### config.mk
export PLATFORM = sky130hd
export DESIGN_NAME = status_led_controller_top
export DESIGN_NICKNAME = d
export VERILOG_FILES = /design/src/design/slc_pkg.sv /design/src/design/slc_divider.sv /design/src/design/slc_datapath.sv /design/src/design/slc_ctrl.sv /design/src/design/status_led_controller_top.sv
export SDC_FILE = /design/constraint.sdc
export NUM_CORES = 1
export LEC_CHECK = 0
export ABC_AREA = 1
export CORE_ASPECT_RATIO = 0.75
export CORE_MARGIN = 4
export CORE_UTILIZATION = 60
export CTS_BUF_LIST = sky130_fd_sc_hd__clkbuf_8
export DETAILED_ROUTE_END_ITERATION = 7
export DONT_BUFFER_PORTS = 1
export PLACE_DENSITY = 0.76
export SLEW_MARGIN = 30
export SYNTH_ARGS = -nofsm -noshare
export SYNTH_HDL_FRONTEND = slang
export SYNTH_HIERARCHICAL = 1
export SYNTH_SLANG_ARGS = --single-unit
### constraint.sdc
create_clock -name aclk -period 13.3 [get_ports aclk]
set_input_delay 1.995 -clock aclk [delete_from_list [all_inputs] [get_ports aclk]]
set_output_delay 1.995 -clock aclk [all_outputs]
set_load 0.1 [all_outputs]
### src/design/slc_pkg.sv
// Package with types, codes and constants of the status LED controller.
`timescale 1ns / 1ps

package slc_pkg;

    // Input request payload.
    typedef struct packed {
        logic [2:0]  opcode;
        logic [31:0] now_ms;
    } slc_in_t;

    // Result payload.
    typedef struct packed {
        logic [7:0] life_level;
        logic       act_led;
        logic       power_led;
    } slc_out_t;

    // Opcodes.
    localparam logic [2:0] OP_TICK     = 3'd0;
    localparam logic [2:0] OP_ACTIVITY = 3'd1;
    localparam logic [2:0] OP_SAFETY   = 3'd2;
    localparam logic [2:0] OP_ERROR    = 3'd3;
    localparam logic [2:0] OP_SHUTDOWN = 3'd4;

    // Configuration register indexes.
    localparam logic [2:0] CFG_LIFE_PERIOD     = 3'd0;
    localparam logic [2:0] CFG_ACT_PULSE       = 3'd1;
    localparam logic [2:0] CFG_SAFETY_DURATION = 3'd2;
    localparam logic [2:0] CFG_SAFETY_INTERVAL = 3'd3;
    localparam logic [2:0] CFG_ERROR_DURATION  = 3'd4;
    localparam logic [2:0] CFG_ERROR_INTERVAL  = 3'd5;

    // Configuration reset values.
    localparam logic [15:0] RST_LIFE_PERIOD     = 16'd2000;
    localparam logic [15:0] RST_ACT_PULSE       = 16'd50;
    localparam logic [15:0] RST_SAFETY_DURATION = 16'd3000;
    localparam logic [15:0] RST_SAFETY_INTERVAL = 16'd250;
    localparam logic [15:0] RST_ERROR_DURATION  = 16'd5000;
    localparam logic [15:0] RST_ERROR_INTERVAL  = 16'd100;

    // Triangle wave scaling: full swing and fold point.
    localparam logic [8:0]  LIFE_SWING = 9'd510;
    localparam logic [8:0]  LIFE_PEAK  = 9'd255;

    // Divider operand selection.
    localparam logic [1:0] DIV_PHASE = 2'd0;
    localparam logic [1:0] DIV_SCALE = 2'd1;
    localparam logic [1:0] DIV_BLINK = 2'd2;

    // Number of two-bit divider steps for each division.
    localparam logic [4:0] PAIRS_PHASE = 5'd16;
    localparam logic [4:0] PAIRS_SCALE = 5'd13;
    localparam logic [4:0] PAIRS_BLINK = 5'd8;

    // Commands from the controller to the datapath.
    typedef struct packed {
        logic       load_item;
        logic       div_start;
        logic [1:0] div_sel;
        logic       mul_en;
        logic       life_cap;
        logic       blink_cap;
        logic       commit;
        logic       out_load;
    } slc_cmd_t;

    // Status from the datapath to the controller.
    typedef struct packed {
        logic [2:0] opcode;
        logic       period_zero;
        logic       blink_need;
        logic       div_done;
        logic       out_free;
    } slc_stat_t;

endpackage

### src/design/slc_divider.sv
// Shared restoring divider, two quotient bits per clock cycle.
`timescale 1ns / 1ps

module slc_divider (
    input  logic        aclk,
    input  logic        aresetn,
    input  logic        start,
    input  logic [31:0] dividend,
    input  logic [15:0] divisor,
    input  logic [4:0]  pairs,
    output logic        done,
    output logic [31:0] quotient,
    output logic [15:0] remainder
);
    import slc_pkg::*;

    logic [31:0] work_reg;
    logic [15:0] rem_reg;
    logic [15:0] div_reg;
    logic [4:0]  count_reg;
    logic        busy_reg;
    logic        done_reg;

    logic [16:0] step1;
    logic [16:0] step2;
    logic [31:0] work_next;

    // One restoring step: returns the quotient bit on top of the new remainder.
    function automatic logic [16:0] div_step(input logic [15:0] rem,
                                             input logic        in_bit,
                                             input logic [15:0] d);
        logic [16:0] t;
        logic [16:0] diff;
        t    = {rem, in_bit};
        diff = t - {1'b0, d};
        if (t >= {1'b0, d}) begin
            div_step = {1'b1, diff[15:0]};
        end else begin
            div_step = {1'b0, t[15:0]};
        end
    endfunction

    always_comb begin
        step1     = div_step(rem_reg, work_reg[31], div_reg);
        step2     = div_step(step1[15:0], work_reg[30], div_reg);
        work_next = {work_reg[29:0], step1[16], step2[16]};
    end

    always_ff @(posedge aclk) begin
        if (!aresetn) begin
            busy_reg  <= 1'b0;
            done_reg  <= 1'b0;
            count_reg <= '0;
        end else begin
            done_reg <= 1'b0;
            if (start) begin
                busy_reg  <= 1'b1;
                count_reg <= pairs;
            end else if (busy_reg) begin
                count_reg <= count_reg - 5'd1;
                if (count_reg == 5'd1) begin
                    busy_reg <= 1'b0;
                    done_reg <= 1'b1;
                end
            end
        end
    end

    always_ff @(posedge aclk) begin
        if (start) begin
            work_reg <= dividend;
            rem_reg  <= '0;
            div_reg  <= divisor;
        end else if (busy_reg) begin
            work_reg <= work_next;
            rem_reg  <= step2[15:0];
        end
    end

    assign done      = done_reg;
    assign quotient  = work_reg;
    assign remainder = rem_reg;

endmodule

### src/design/slc_datapath.sv
// Datapath: configuration, LED timer state, divider operands and result register.
`timescale 1ns / 1ps

module slc_datapath (
    input  logic              aclk,
    input  logic              aresetn,
    input  slc_pkg::slc_in_t  s_data,
    input  logic              cfg_wr_en,
    input  logic [2:0]        cfg_wr_index,
    input  logic [15:0]       cfg_wr_data,
    input  slc_pkg::slc_cmd_t cmd,
    output slc_pkg::slc_stat_t stat,
    output logic              m_valid,
    input  logic              m_ready,
    output slc_pkg::slc_out_t m_data
);
    import slc_pkg::*;

    // Configuration registers.
    logic [15:0] life_period_reg;
    logic [15:0] act_pulse_reg;
    logic [15:0] safety_duration_reg;
    logic [15:0] safety_interval_reg;
    logic [15:0] error_duration_reg;
    logic [15:0] error_interval_reg;

    // Current request.
    logic [2:0]  opcode_reg;
    logic [31:0] now_reg;

    // LED timer state.
    logic        act_active_reg;
    logic [31:0] act_begin_reg;
    logic        blink_active_reg;
    logic [31:0] blink_begin_reg;
    logic [15:0] blink_length_reg;
    logic [15:0] blink_half_reg;
    logic [7:0]  life_pin_reg;
    logic        act_pin_reg;
    logic        power_pin_reg;

    // Intermediate results.
    logic [24:0] prod_reg;
    logic [8:0]  life_v_reg;
    logic        parity_reg;

    // Result register.
    logic        out_valid_reg;
    slc_out_t    out_data_reg;

    logic [31:0] blink_elapsed;
    logic [31:0] act_elapsed;
    logic        blink_need;
    logic [7:0]  life_fold;
    logic [31:0] div_dividend;
    logic [15:0] div_divisor;
    logic [4:0]  div_pairs;
    logic        div_done;
    logic [31:0] div_quotient;
    logic [15:0] div_remainder;
    logic [15:0] start_length;
    logic [15:0] start_half;
    logic [8:0]  fold_diff;

    assign blink_elapsed = now_reg - blink_begin_reg;
    assign act_elapsed   = now_reg - act_begin_reg;
    assign blink_need    = blink_active_reg && (blink_elapsed <= {16'd0, blink_length_reg});
    assign fold_diff     = LIFE_SWING - life_v_reg;
    assign life_fold     = (life_v_reg > LIFE_PEAK) ? fold_diff[7:0] : life_v_reg[7:0];

    always_comb begin
        case (cmd.div_sel)
            DIV_SCALE: begin
                div_dividend = {1'b0, prod_reg, 6'd0};
                div_divisor  = life_period_reg;
                div_pairs    = PAIRS_SCALE;
            end
            DIV_BLINK: begin
                div_dividend = {blink_elapsed[15:0], 16'd0};
                div_divisor  = blink_half_reg;
                div_pairs    = PAIRS_BLINK;
            end
            default: begin
                div_dividend = now_reg;
                div_divisor  = life_period_reg;
                div_pairs    = PAIRS_PHASE;
            end
        endcase
    end

    always_comb begin
        if (opcode_reg == OP_ERROR) begin
            start_length = error_duration_reg;
            start_half   = error_interval_reg;
        end else begin
            start_length = safety_duration_reg;
            start_half   = safety_interval_reg;
        end
        if (start_half == 16'd0) begin
            start_half = 16'd1;
        end
    end

    slc_divider u_div (
        .aclk      (aclk),
        .aresetn   (aresetn),
        .start     (cmd.div_start),
        .dividend  (div_dividend),
        .divisor   (div_divisor),
        .pairs     (div_pairs),
        .done      (div_done),
        .quotient  (div_quotient),
        .remainder (div_remainder)
    );

    always_ff @(posedge aclk) begin
        if (!aresetn) begin
            life_period_reg     <= RST_LIFE_PERIOD;
            act_pulse_reg       <= RST_ACT_PULSE;
            safety_duration_reg <= RST_SAFETY_DURATION;
            safety_interval_reg <= RST_SAFETY_INTERVAL;
            error_duration_reg  <= RST_ERROR_DURATION;
            error_interval_reg  <= RST_ERROR_INTERVAL;
        end else if (cfg_wr_en) begin
            case (cfg_wr_index)
                CFG_LIFE_PERIOD:     life_period_reg     <= cfg_wr_data;
                CFG_ACT_PULSE:       act_pulse_reg       <= cfg_wr_data;
                CFG_SAFETY_DURATION: safety_duration_reg <= cfg_wr_data;
                CFG_SAFETY_INTERVAL: safety_interval_reg <= cfg_wr_data;
                CFG_ERROR_DURATION:  error_duration_reg  <= cfg_wr_data;
                CFG_ERROR_INTERVAL:  error_interval_reg  <= cfg_wr_data;
                default: ;
            endcase
        end
    end

    always_ff @(posedge aclk) begin
        if (cmd.load_item) begin
            opcode_reg <= s_data.opcode;
            now_reg    <= s_data.now_ms;
        end
        if (cmd.mul_en) begin
            prod_reg <= {9'd0, div_remainder} * 25'd510;
        end
        if (cmd.life_cap) begin
            life_v_reg <= div_quotient[8:0];
        end
        if (cmd.blink_cap) begin
            parity_reg <= div_quotient[0];
        end
    end

    always_ff @(posedge aclk) begin
        if (!aresetn) begin
            act_active_reg   <= 1'b0;
            act_begin_reg    <= '0;
            blink_active_reg <= 1'b0;
            blink_begin_reg  <= '0;
            blink_length_reg <= '0;
            blink_half_reg   <= 16'd1;
            life_pin_reg     <= '0;
            act_pin_reg      <= 1'b0;
            power_pin_reg    <= 1'b1;
        end else if (cmd.commit) begin
            case (opcode_reg)
                OP_TICK: begin
                    if (life_period_reg != 16'd0) begin
                        life_pin_reg <= life_fold;
                    end
                    if (act_active_reg) begin
                        if (act_elapsed > {16'd0, act_pulse_reg}) begin
                            act_pin_reg    <= 1'b0;
                            act_active_reg <= 1'b0;
                        end else begin
                            act_pin_reg <= 1'b1;
                        end
                    end
                    if (blink_active_reg) begin
                        if (!blink_need) begin
                            power_pin_reg    <= 1'b1;
                            blink_active_reg <= 1'b0;
                        end else begin
                            power_pin_reg <= ~parity_reg;
                        end
                    end
                end
                OP_ACTIVITY: begin
                    act_active_reg <= 1'b1;
                    act_begin_reg  <= now_reg;
                end
                OP_SAFETY, OP_ERROR: begin
                    blink_active_reg <= 1'b1;
                    blink_begin_reg  <= now_reg;
                    blink_length_reg <= start_length;
                    blink_half_reg   <= start_half;
                end
                OP_SHUTDOWN: begin
                    life_pin_reg  <= '0;
                    act_pin_reg   <= 1'b0;
                    power_pin_reg <= 1'b0;
                end
                default: ;
            endcase
        end
    end

    always_ff @(posedge aclk) begin
        if (!aresetn) begin
            out_valid_reg <= 1'b0;
        end else if (cmd.out_load) begin
            out_valid_reg <= 1'b1;
        end else if (m_ready) begin
            out_valid_reg <= 1'b0;
        end
    end

    always_ff @(posedge aclk) begin
        if (cmd.out_load) begin
            out_data_reg.life_level <= life_pin_reg;
            out_data_reg.act_led    <= act_pin_reg;
            out_data_reg.power_led  <= power_pin_reg;
        end
    end

    assign stat.opcode      = opcode_reg;
    assign stat.period_zero = (life_period_reg == 16'd0);
    assign stat.blink_need  = blink_need;
    assign stat.div_done    = div_done;
    assign stat.out_free    = !out_valid_reg || m_ready;

    assign m_valid = out_valid_reg;
    assign m_data  = out_data_reg;

endmodule

### src/design/slc_ctrl.sv
// Controller state machine that sequences the divisions and the state update.
`timescale 1ns / 1ps

module slc_ctrl (
    input  logic               aclk,
    input  logic               aresetn,
    input  logic               s_valid,
    output logic               s_ready,
    input  slc_pkg::slc_stat_t stat,
    output slc_pkg::slc_cmd_t  cmd
);
    import slc_pkg::*;

    localparam logic [2:0] ST_IDLE       = 3'd0;
    localparam logic [2:0] ST_DISPATCH   = 3'd1;
    localparam logic [2:0] ST_WAIT_PHASE = 3'd2;
    localparam logic [2:0] ST_SCALE      = 3'd3;
    localparam logic [2:0] ST_WAIT_SCALE = 3'd4;
    localparam logic [2:0] ST_WAIT_BLINK = 3'd5;
    localparam logic [2:0] ST_COMMIT     = 3'd6;
    localparam logic [2:0] ST_OUTPUT     = 3'd7;

    logic [2:0] state_reg;
    logic [2:0] state_next;

    always_comb begin
        state_next = state_reg;
        cmd        = '0;
        cmd.div_sel = DIV_PHASE;
        case (state_reg)
            ST_IDLE: begin
                if (s_valid) begin
                    cmd.load_item = 1'b1;
                    state_next    = ST_DISPATCH;
                end
            end
            ST_DISPATCH: begin
                if (stat.opcode != OP_TICK) begin
                    state_next = ST_COMMIT;
                end else if (!stat.period_zero) begin
                    cmd.div_start = 1'b1;
                    cmd.div_sel   = DIV_PHASE;
                    state_next    = ST_WAIT_PHASE;
                end else if (stat.blink_need) begin
                    cmd.div_start = 1'b1;
                    cmd.div_sel   = DIV_BLINK;
                    state_next    = ST_WAIT_BLINK;
                end else begin
                    state_next = ST_COMMIT;
                end
            end
            ST_WAIT_PHASE: begin
                if (stat.div_done) begin
                    cmd.mul_en = 1'b1;
                    state_next = ST_SCALE;
                end
            end
            ST_SCALE: begin
                cmd.div_start = 1'b1;
                cmd.div_sel   = DIV_SCALE;
                state_next    = ST_WAIT_SCALE;
            end
            ST_WAIT_SCALE: begin
                if (stat.div_done) begin
                    cmd.life_cap = 1'b1;
                    if (stat.blink_need) begin
                        cmd.div_start = 1'b1;
                        cmd.div_sel   = DIV_BLINK;
                        state_next    = ST_WAIT_BLINK;
                    end else begin
                        state_next = ST_COMMIT;
                    end
                end
            end
            ST_WAIT_BLINK: begin
                cmd.div_sel = DIV_BLINK;
                if (stat.div_done) begin
                    cmd.blink_cap = 1'b1;
                    state_next    = ST_COMMIT;
                end
            end
            ST_COMMIT: begin
                cmd.commit = 1'b1;
                state_next = ST_OUTPUT;
            end
            ST_OUTPUT: begin
                if (stat.out_free) begin
                    cmd.out_load = 1'b1;
                    state_next   = ST_IDLE;
                end
            end
            default: begin
                state_next = ST_IDLE;
            end
        endcase
    end

    always_ff @(posedge aclk) begin
        if (!aresetn) begin
            state_reg <= ST_IDLE;
        end else begin
            state_reg <= state_next;
        end
    end

    assign s_ready = (state_reg == ST_IDLE);

endmodule

### src/design/status_led_controller_top.sv
// Top level of the status LED controller.
`timescale 1ns / 1ps

// Status LED controller. Each request carries an opcode and the current
// millisecond time, and each request produces exactly one result holding the
// life LED duty level and the activity and power LED pin levels after the
// request has been applied. Requests are handled one at a time. An activity,
// safety, error or shutdown request, a request with an unused opcode, and a
// tick with the breathing period set to zero and no blink in progress, run no
// division. A tick with a nonzero breathing period runs up to three divisions
// in sequence on one shared divider that retires two quotient bits per cycle:
// the phase (16 steps), the scaled duty level (13 steps) and, while a blink is
// in progress, the blink half period count (8 steps). A tick with a zero
// breathing period while a blink is in progress runs only the blink division.
// A new request is taken as soon as the previous one has been handed to the
// output register, even while that result still waits for m_ready; if the
// earlier result is still waiting when the next one is ready, the next one is
// held until m_ready takes the earlier one. Configuration registers are
// written through the cfg_wr_* port, one per cycle, and must only be written
// while the block is idle; writes to indexes beyond the last register are
// ignored.
module status_led_controller_top (
    input  logic              aclk,
    input  logic              aresetn,
    input  logic              s_valid,
    output logic              s_ready,
    input  slc_pkg::slc_in_t  s_data,
    output logic              m_valid,
    input  logic              m_ready,
    output slc_pkg::slc_out_t m_data,
    input  logic              cfg_wr_en,
    input  logic [2:0]        cfg_wr_index,
    input  logic [15:0]       cfg_wr_data
);
    import slc_pkg::*;

    // Commands flow from the controller into the datapath, and status flows
    // back; there is no other connection between the two.
    slc_cmd_t  cmd;
    slc_stat_t stat;

    // The controller decides which division runs next and when the LED state
    // is committed and the result is loaded into the output register.
    slc_ctrl u_ctrl (
        .aclk    (aclk),
        .aresetn (aresetn),
        .s_valid (s_valid),
        .s_ready (s_ready),
        .stat    (stat),
        .cmd     (cmd)
    );

    // The datapath holds the configuration, the timer state, the shared
    // divider and the output register.
    slc_datapath u_dp (
        .aclk         (aclk),
        .aresetn      (aresetn),
        .s_data       (s_data),
        .cfg_wr_en    (cfg_wr_en),
        .cfg_wr_index (cfg_wr_index),
        .cfg_wr_data  (cfg_wr_data),
        .cmd          (cmd),
        .stat         (stat),
        .m_valid      (m_valid),
        .m_ready      (m_ready),
        .m_data       (m_data)
    );

endmodule

**Yosys cells after proc, flatten, opt, wreduce, memory -nomap -nowiden**

Index checks and enable logic that the tools add are counted.

- Multipliers: 1
- $add $sub $neg: 6
- $lt $le $gt $ge: 5
- Reductions and logical operators: 31
- Muxes and demuxes: 56
- Bitwise gates (word level): 3
- Eq/ne operators: 27

Operators with widths:

| kind | count |
|---|---|
| $mux W16 | 4 |
| $mux W32 | 2 |
| $pmux W32 S2 | 1 |
| $sub A32 B32 Y32 | 2 |
| $ge A17 B16 Y1 | 2 |
| $mux W17 | 2 |
| $mux W3 | 11 |
| $gt A32 B16 Y1 | 1 |
| $le A32 B16 Y1 | 1 |
| $logic_not A16 Y1 | 2 |
| $sub A16 B16 Y16 | 2 |
| $mul A16 B8 Y24 const B | 1 |
| $pmux W3 S8 | 1 |
| $mux W1 | 22 |
| $eq A3 B3 Y1 const B | 7 |
| $reduce_and A2 Y1 | 10 |
| $eq A3 B2 Y1 const B | 6 |
| $mux W8 | 2 |
| $pmux W8 S2 | 1 |
| $reduce_bool A16 Y1 | 1 |
| $ne A2 B1 Y1 const B | 6 |
| $mux W5 | 2 |
| $pmux W5 S2 | 1 |
| $reduce_bool A2 Y1 | 5 |
| 22 further kinds | 34 |

- Bits in registers: 358
- Bits of input ports: 59
- Word-level logic and storage cells: 160
- Output and inout bits: 12

**Longest topological paths before layout**

Gate-level depths: netlist of run 1.

- Word-level depth: 10
- Mapped depth: 40
- Gate-level depth less buffers: 36

**By module**

The synthesis of run 1 kept the hierarchy.

By module, submodules not included:

| module | area an instance (sq um) | times used | seq. area each (sq um) | cells each |
|---|---|---|---|---|
| slc_datapath | 19020.7 | 1 | 6476.2 | 2536 |
| slc_divider | 5165.0 | 1 | 1901.8 | 696 |
| slc_ctrl | 381.6 | 1 | 60.1 | 74 |

**Worst setup path after synthesis of run 1**

OpenSTA, ideal clock, no wires.

- Kind: input -> register
- From: in s_valid
- To: reg u_dp.now_reg[0] (enable)
- Setup slack: 8359 ps
- Cell stages on the path: 2
- Required time: 12829 ps
- Buffers on the path: 0
- Arrival time: 4470 ps
- Library setup time: 471 ps
- Cells stage by stage: inv_1 -> nor3_1

RTL lines:

| item | line | source |
|---|---|---|
| start, declared | status_led_controller_top.sv:25 | `input logic s_valid,` |
| end signal, assigned | slc_datapath.sv:140 | `now_reg <= s_data.now_ms;` |
| end, declared | slc_datapath.sv:29 | `logic [31:0] now_reg;` |

==> results.yml, run 1 <==
status:
  status: "finished clean"
route:
  drt_iter0_markers: 2535
  wl_per_cell_um: 18.4
  dr.pass1.iters: 7
  antenna_left: 0
  drc: 0
  route.vias.total: 22000
  viasPerCell: 5.71
  routed_wl_um: 70800
worst_setup_path:
  reg2reg_from: "u_dp/now_reg[1]"
  critPathArrivalTime_ns: 6.36
  cpMaxStageDelayCell: "edfxtp_1"
  crit_path_max_incr_delay_ns: 0.55
  cp_num_buf_inv: 7
  crit_required_ns: 13.78
  crit_fanout: 38
  crit_path_start: "u_dp/now_reg[1]"
  endpoint_kind: "flop"
  path_class: "flop to flop"
  path_common_cell: "nand2_1"
  path_delay_family: "simple AND/OR/NAND/NOR gates"
  crit_path_start_kind: "flop"
  timing.reg2reg.setup_slack_ns: 7.42
  rr_endpoint: "u_dp/u_div/quotient[22]"
  rr_worst_depth: 35
  cp.depth: 35
yosys:
  synthArstFlopShare_pct: 0
  synth_warnings: 6
  ys_ff_latch: 358
  synth_nets: 3615
  synth_top_area_share_pct: 18.8
  syn-cell-area_mm2: 0.0246
  ys_types: 59
  synthTopCellsByArea: "dfxtp_1 19%, edfxtp_1 16%, nand2_1 12%"
  synth.avg_cell_area_um2: 7.43
  post-synth-top-area-cell: "dfxtp_1"
  synth-main-ff-cell: "dfxtp_1"
  synth_edf_count: 127
  syn_inst: 3306
  yosysSeqAreaShare_pct: 34.3
pwr:
  power_leakage_uw: 0.0123
  p_sw_uw: 3520
  switching_share_pct: 49.9
  p_clk_share_pct: 13.2
  max-vdd-ir-drop_uv: 396
  pwr-share-comb_pct: 64.5
  p_seq_share_pct: 22.4
  p_int_uw: 3540
  p_per_area_mw_per_mm2: 271
cells_and_area:
  layout_common_cells: "808 x nand2_1, 549 x inv_1, 234 x a21oi_1"
  antenna_cells_inserted: 0
  layout.nets: 3600
  drive_gt1_share_pct: 6.93
  syn_to_final_growth_pct: 6.28
  fin_util_pct: 65.3
  final_common_cell: "nand2_1"
  fillers: 3491
clock_tree:
  post_cts_buffers: 0
  clk_latency_ns: 0.66
  clockBufferDepth: 3
  cts_tree: "done"
  htree_levels: 2
  cts_inserted_buffers: 54
  clkTransAtPathRegs_ns: 0.07
  post_cts_resized: 0
  clock-sinks: 358
  cts_root_buffer: "clkbuf_8"
  postCtsHoldBufs: 0
floorplanning:
  start_util_pct: 61.5
  dieWidth_um: 242
  rows: 63
  die_area_mm2: 0.0443
  core-area_mm2: 0.0400
  die_h_um: 183
  io_pins: 71
placement:
  portBuffers: 0
  dp_hpwl_um: 54800
  place_congestion: 1.00
timing:
  finalSetupViolations: 0
  rsz0062_at_grt: "false"
  tns_ns: 0
  hold_viol: 0
  slew_violations: 0
  skew_ns: 0.0675
  relSlewSlack_pct: 32.6
  max_freq_mhz: 170
  tightest_slew_ns: 1.01
  layout_min_cycle_time_ns: 5.88
  min_period_over_period_pct: 44.2
min_path:
  holdCritPathClass: "flop to flop"
  holdPathStages: 0
  hold_start: "u_dp/life_pin_reg[6]"
  holdPathEnd: "u_dp/m_data[8]"
global_route:
  grt_pass1_vias: 20600
  grt_max_degree: 199
  grt_util_all_layers_pct: 31.4
  grt.overflow.total: 0
  grt_pass1_wl_um: 112000
  antenna_found_initial: 2
job:
  max-cap-violations: 0
-- cell usage after synthesis (all sizes together) (2+ instances only) --
master	number
buf	20
edfxtp	127
o21bai	5
and2	2
a21boi	2
a211oi	4
clkbuf	75
ha	176
nand2	851
nand3	216
fa	74
nor2	242
dfxtp	231
inv	542
o22ai	16
xor2	57
a21oi	243
or2	4
a21o	8
o21ai	248
nor3	30
xnor2	25
nor4	5
clkinv	4
nand3b	14
nand4	29
o21a	18
o211ai	20
a31oi	11
-- worst max path at each step --
stage / to / slack, ns
floorplan: u_dp/now_reg[0] / 8.36
global placement: u_dp/u_div/quotient[22] / 7.40
detailed placement: u_dp/u_div/quotient[22] / 7.60
CTS: u_dp/u_div/quotient[22] / 7.52
global route: u_dp/u_div/quotient[17] / 6.98
finish: u_dp/u_div/quotient[22] / 7.42
-- per-stage QoR --
step	total power [uW]	hold slack (ns)	area [um2]	worst slack [ns]	std cells
2_1_floorplan	5010	0.409	24600	8.36	3306
3_3_place_gp	5970	0.416	25000	7.40	3755
3_5_place_dp	6070	0.422	25000	7.60	3755
4_1_cts	7040	0.439	26100	7.52	3851
5_1_grt	7740	0.446	26100	6.98	3851
6_report	7070	0.435	26100	7.42	3851
-- power by group through the flow --
| stage | sequential, uW | combinational [uW] | clock [uW] |
|---|---|---|---|
| 2_1_floorplan | 1540 | 3480 | 0 |
| 3_3_place_gp | 1590 | 4370 | 0 |
| 3_5_place_dp | 1600 | 4470 | 0 |
| 4_1_cts | 1580 | 4520 | 945 |
| 5_1_grt | 1590 | 5150 | 1000 |
| 6_report | 1580 | 4560 | 931 |
-- cell type report --
cell class              instances  area, um2  area share [%]
clock inverters                36        273            1.04
clock buffers                  60        826            3.16
multi-input cells            2307      13700            52.4
flip-flops and latches        358       8440            32.3
repair buffers                 24        180           0.690
well taps                     520        651            2.49
inverters                     546       2050            7.86
-- layer usage --
layer  routed length [um]  global-route usage, %  share of wire [%]  up-vias
li1                     -                      -                  -    10600
met1                33600                   48.7                 47    10300
met2                28900                   46.1                 41      970
met3                 6810                   4.98                9.6      109
met4                 1490                   6.92                2.1        0
met5                    0                      0                  0        -
-- kinds of logic (layout without fill, tap and decap cells) --
logic type / Yosys count / in the layout / share of synthesized area [%]
adders and majority gates: 250 / 250 / 15.0
buffers and inverters: 641 / 666 / 10.0
AOI/OAI and AO/OA: 580 / 580 / 12.9
other: 1 / 1 / 0.0153
muxes: 1 / 1 / 0.0407
xor gates and xnor gates: 82 / 82 / 2.95
DFF: 358 / 358 / 34.3
and+or+nand+nor: 1393 / 1393 / 24.7
(Power assumes the default switching activity.)
==> run 2, diff against run 1 <==
--- a/config.mk
+++ b/config.mk
@@ -12,7 +12,7 @@
 export CTS_BUF_LIST = sky130_fd_sc_hd__clkbuf_8
 export DETAILED_ROUTE_END_ITERATION = 7
 export DONT_BUFFER_PORTS = 1
-export PLACE_DENSITY = 0.76
+export PLACE_DENSITY = 0.79
 export SLEW_MARGIN = 30
 export SYNTH_ARGS = -nofsm -noshare
 export SYNTH_HDL_FRONTEND = slang
==> constraint.sdc (replaced) <==
create_clock -name aclk -period 4.95 [get_ports aclk]
set_input_delay 0.7425 -clock aclk [delete_from_list [all_inputs] [get_ports aclk]]
set_output_delay 0.7425 -clock aclk [all_outputs]
set_load 0.1 [all_outputs]
==> run 2 against run 1 <==
  * Flip-flop and latch count unchanged
  * Utilization up 2.3 points
  * Clock power rose to 2.8 times the previous value
  * Cell count up 2.1%
  * Die area unchanged
  * Clock skew down 0.028 ns
  * Non-clock buffer count up 72
  * Critical path type unchanged
  * Critical endpoint is now u_dp/prod_reg[24]
  * Largest cell class unchanged
  * Highest routed layer unchanged
==> results.yml, run 2 (same netlist as run 1, synthesis figures left out) <==
status:
  status: "finished clean"
worst_setup_path:
  crit_required_ns: 5.33
  path_common_cell: "inv_1"
  path_delay_family: "adder cells"
  cp.depth: 18
  endpoint_kind: "flop"
  crit_path_start_kind: "flop"
  crit_path_start: "u_dp/u_div/remainder[6]"
  reg2reg_from: "u_dp/u_div/remainder[6]"
  timing.reg2reg.setup_slack_ns: 0.16
  crit_path_max_incr_delay_ns: 0.63
  cpMaxStageDelayCell: "fa_2"
  rr_endpoint: "u_dp/prod_reg[24]"
  crit_end: "u_dp/prod_reg[24]"
  critPathArrivalTime_ns: 5.17
  path_class: "flop to flop"
  crit_fanout: 8
  cp_num_buf_inv: 4
  cp_cell_sequence: "fa_2, inv_1, fa_1, inv_1, fa_1, inv_1, fa_1, inv_1, ha_1, a21oi_2, o21ai_0, nand2_1, o211ai_1, a31oi_2, o21bai_2, nand2_1, nand3_1, xnor2_1"
  rr_worst_depth: 18
timing:
  slew_violations: 0
  hold_viol: 0
  max_freq_mhz: 209
  relSlewSlack_pct: 35.8
  finalSetupViolations: 0
  min_period_over_period_pct: 96.8
  layout_min_cycle_time_ns: 4.79
  tightest_slew_ns: 0.961
  tns_ns: 0
  holdWs_ns: 0.177
  skew_ns: 0.0399
clock_tree:
  cts_inserted_buffers: 55
  postCtsHoldBufs: 0
  clkTransAtPathRegs_ns: 0.07
  htree_levels: 2
  clock-sinks: 358
  clk_latency_ns: 0.66
  cts_tree: "done"
  clockBufferDepth: 3
  cts_root_buffer: "clkbuf_8"
cells_and_area:
  post-route-cell-area_mm2: 0.0270
  layout.nets: 3673
  layout_common_cells: "803 x nand2_1, 549 x inv_1, 228 x a21oi_1"
  syn_to_final_growth_pct: 10.1
  fillers: 3359
  final_common_cell: "nand2_1"
  drive_gt1_share_pct: 10.4
global_route:
  grt_pass1_vias: 20400
  grt_util_all_layers_pct: 32.7
  antenna_found_initial: 3
  grt.overflow.total: 0
  grt_pass1_wl_um: 115000
  grt_max_degree: 199
route:
  viasPerCell: 5.74
  drc: 0
  route.vias.total: 22600
  dr.pass1.iters: 6
  routed_wl_um: 75000
  wl_per_cell_um: 19.1
  antenna_left: 0
  drt_iter0_markers: 2622
floorplanning:
  dieWidth_um: 242
  start_util_pct: 61.5
  die_area_mm2: 0.0443
  core-area_mm2: 0.0400
  io_pins: 71
  die_h_um: 183
  rows: 63
placement:
  place_congestion: 1.00
  dp_hpwl_um: 58100
  postPlaceCellArea_mm2: 0.0255
  portBuffers: 0
pwr:
  p_per_area_mw_per_mm2: 737
  totalPowerFinal_uw: 19900
  max-vdd-ir-drop_uv: 1170
  power_leakage_uw: 0.0128
min_path:
  holdCritPathClass: "primary input to flop"
job:
  max-cap-violations: 0
[run 2: cell count changes in the layout (fill, tap and decap cells not counted), moves of 6 or more]
cell     delta
buf_4      +66
xor2_1     -10
dfxtp_2     +9
a21oi_1     -6
dfxtp_1     -9
xor2_2      +8
[run 2: area by class of cell]
| type | count | area, um2 | share of cell area [%] |
|---|---|---|---|
| timing repair buffer | 96 | 778 | 2.88 |
| multi-input combinational | 2307 | 13900 | 51.5 |
| tap | 520 | 651 | 2.41 |
| antenna | 3 | 7.51 | 0.0278 |
| clock buffer | 63 | 867 | 3.21 |
| sequential | 358 | 8450 | 31.2 |
| clock inverter | 40 | 307 | 1.13 |
| inverter | 546 | 2050 | 7.59 |
[run 2: power by group]
| part | switching [uW] | total [uW] | internal [uW] |
|---|---|---|---|
| Sequential | 331 | 4160 | 3830 |
| Clock | 1260 | 2650 | 1390 |
| Combinational | 8300 | 13100 | 4810 |
[run 2: worst min path at each step]
| stage | to | depth (start not counted) | start | slack [ns] |
|---|---|---|---|---|
| 3_3_place_gp | u_dp/m_data[7] | 0 | u_dp/life_pin_reg[5] | 0.42 |
| 6_report | u_dp/now_reg[23] | 0 | s_data[23] | 0.18 |
| 3_5_place_dp | u_dp/m_data[4] | 0 | u_dp/life_pin_reg[2] | 0.42 |
| 4_1_cts | u_dp/now_reg[23] | 0 | s_data[23] | 0.14 |
| 5_1_grt | u_dp/now_reg[23] | 0 | s_data[23] | 0.14 |
| 2_1_floorplan | u_dp/m_data[0] | 0 | u_dp/power_pin_reg | 0.41 |
[run 2: stage by stage]
stage               util [%]  setup slack, ns  std cells
floorplan                  -            0.126       3306
global placement        63.9           0.0788       3818
detailed placement      63.9          -0.0837       3818
CTS                     66.8          0.00898       3921
global route            67.7          -0.0405       3933
finish                  67.7            0.161       3933
[run 2: timing repair]
item / CTS / global route
buffers inserted: 0 / 9
pin swaps: 0 / 16
gates resized for setup: 1 / 56
hold endpoints to repair: 0 / 0
setup endpoints to repair: 2 / 109
[run 2: per-layer routing]
layer | global-route usage [%] | up-vias | wire (um) | share of wire [%]
met5 | 0 | - | 0 | 0
met4 | 8.56 | 0 | 1880 | 2.5
met3 | 9.32 | 123 | 9230 | 12
met2 | 43.7 | 1142 | 28800 | 38
met1 | 51.3 | 10500 | 35200 | 47
li1 | - | 10800 | - | -
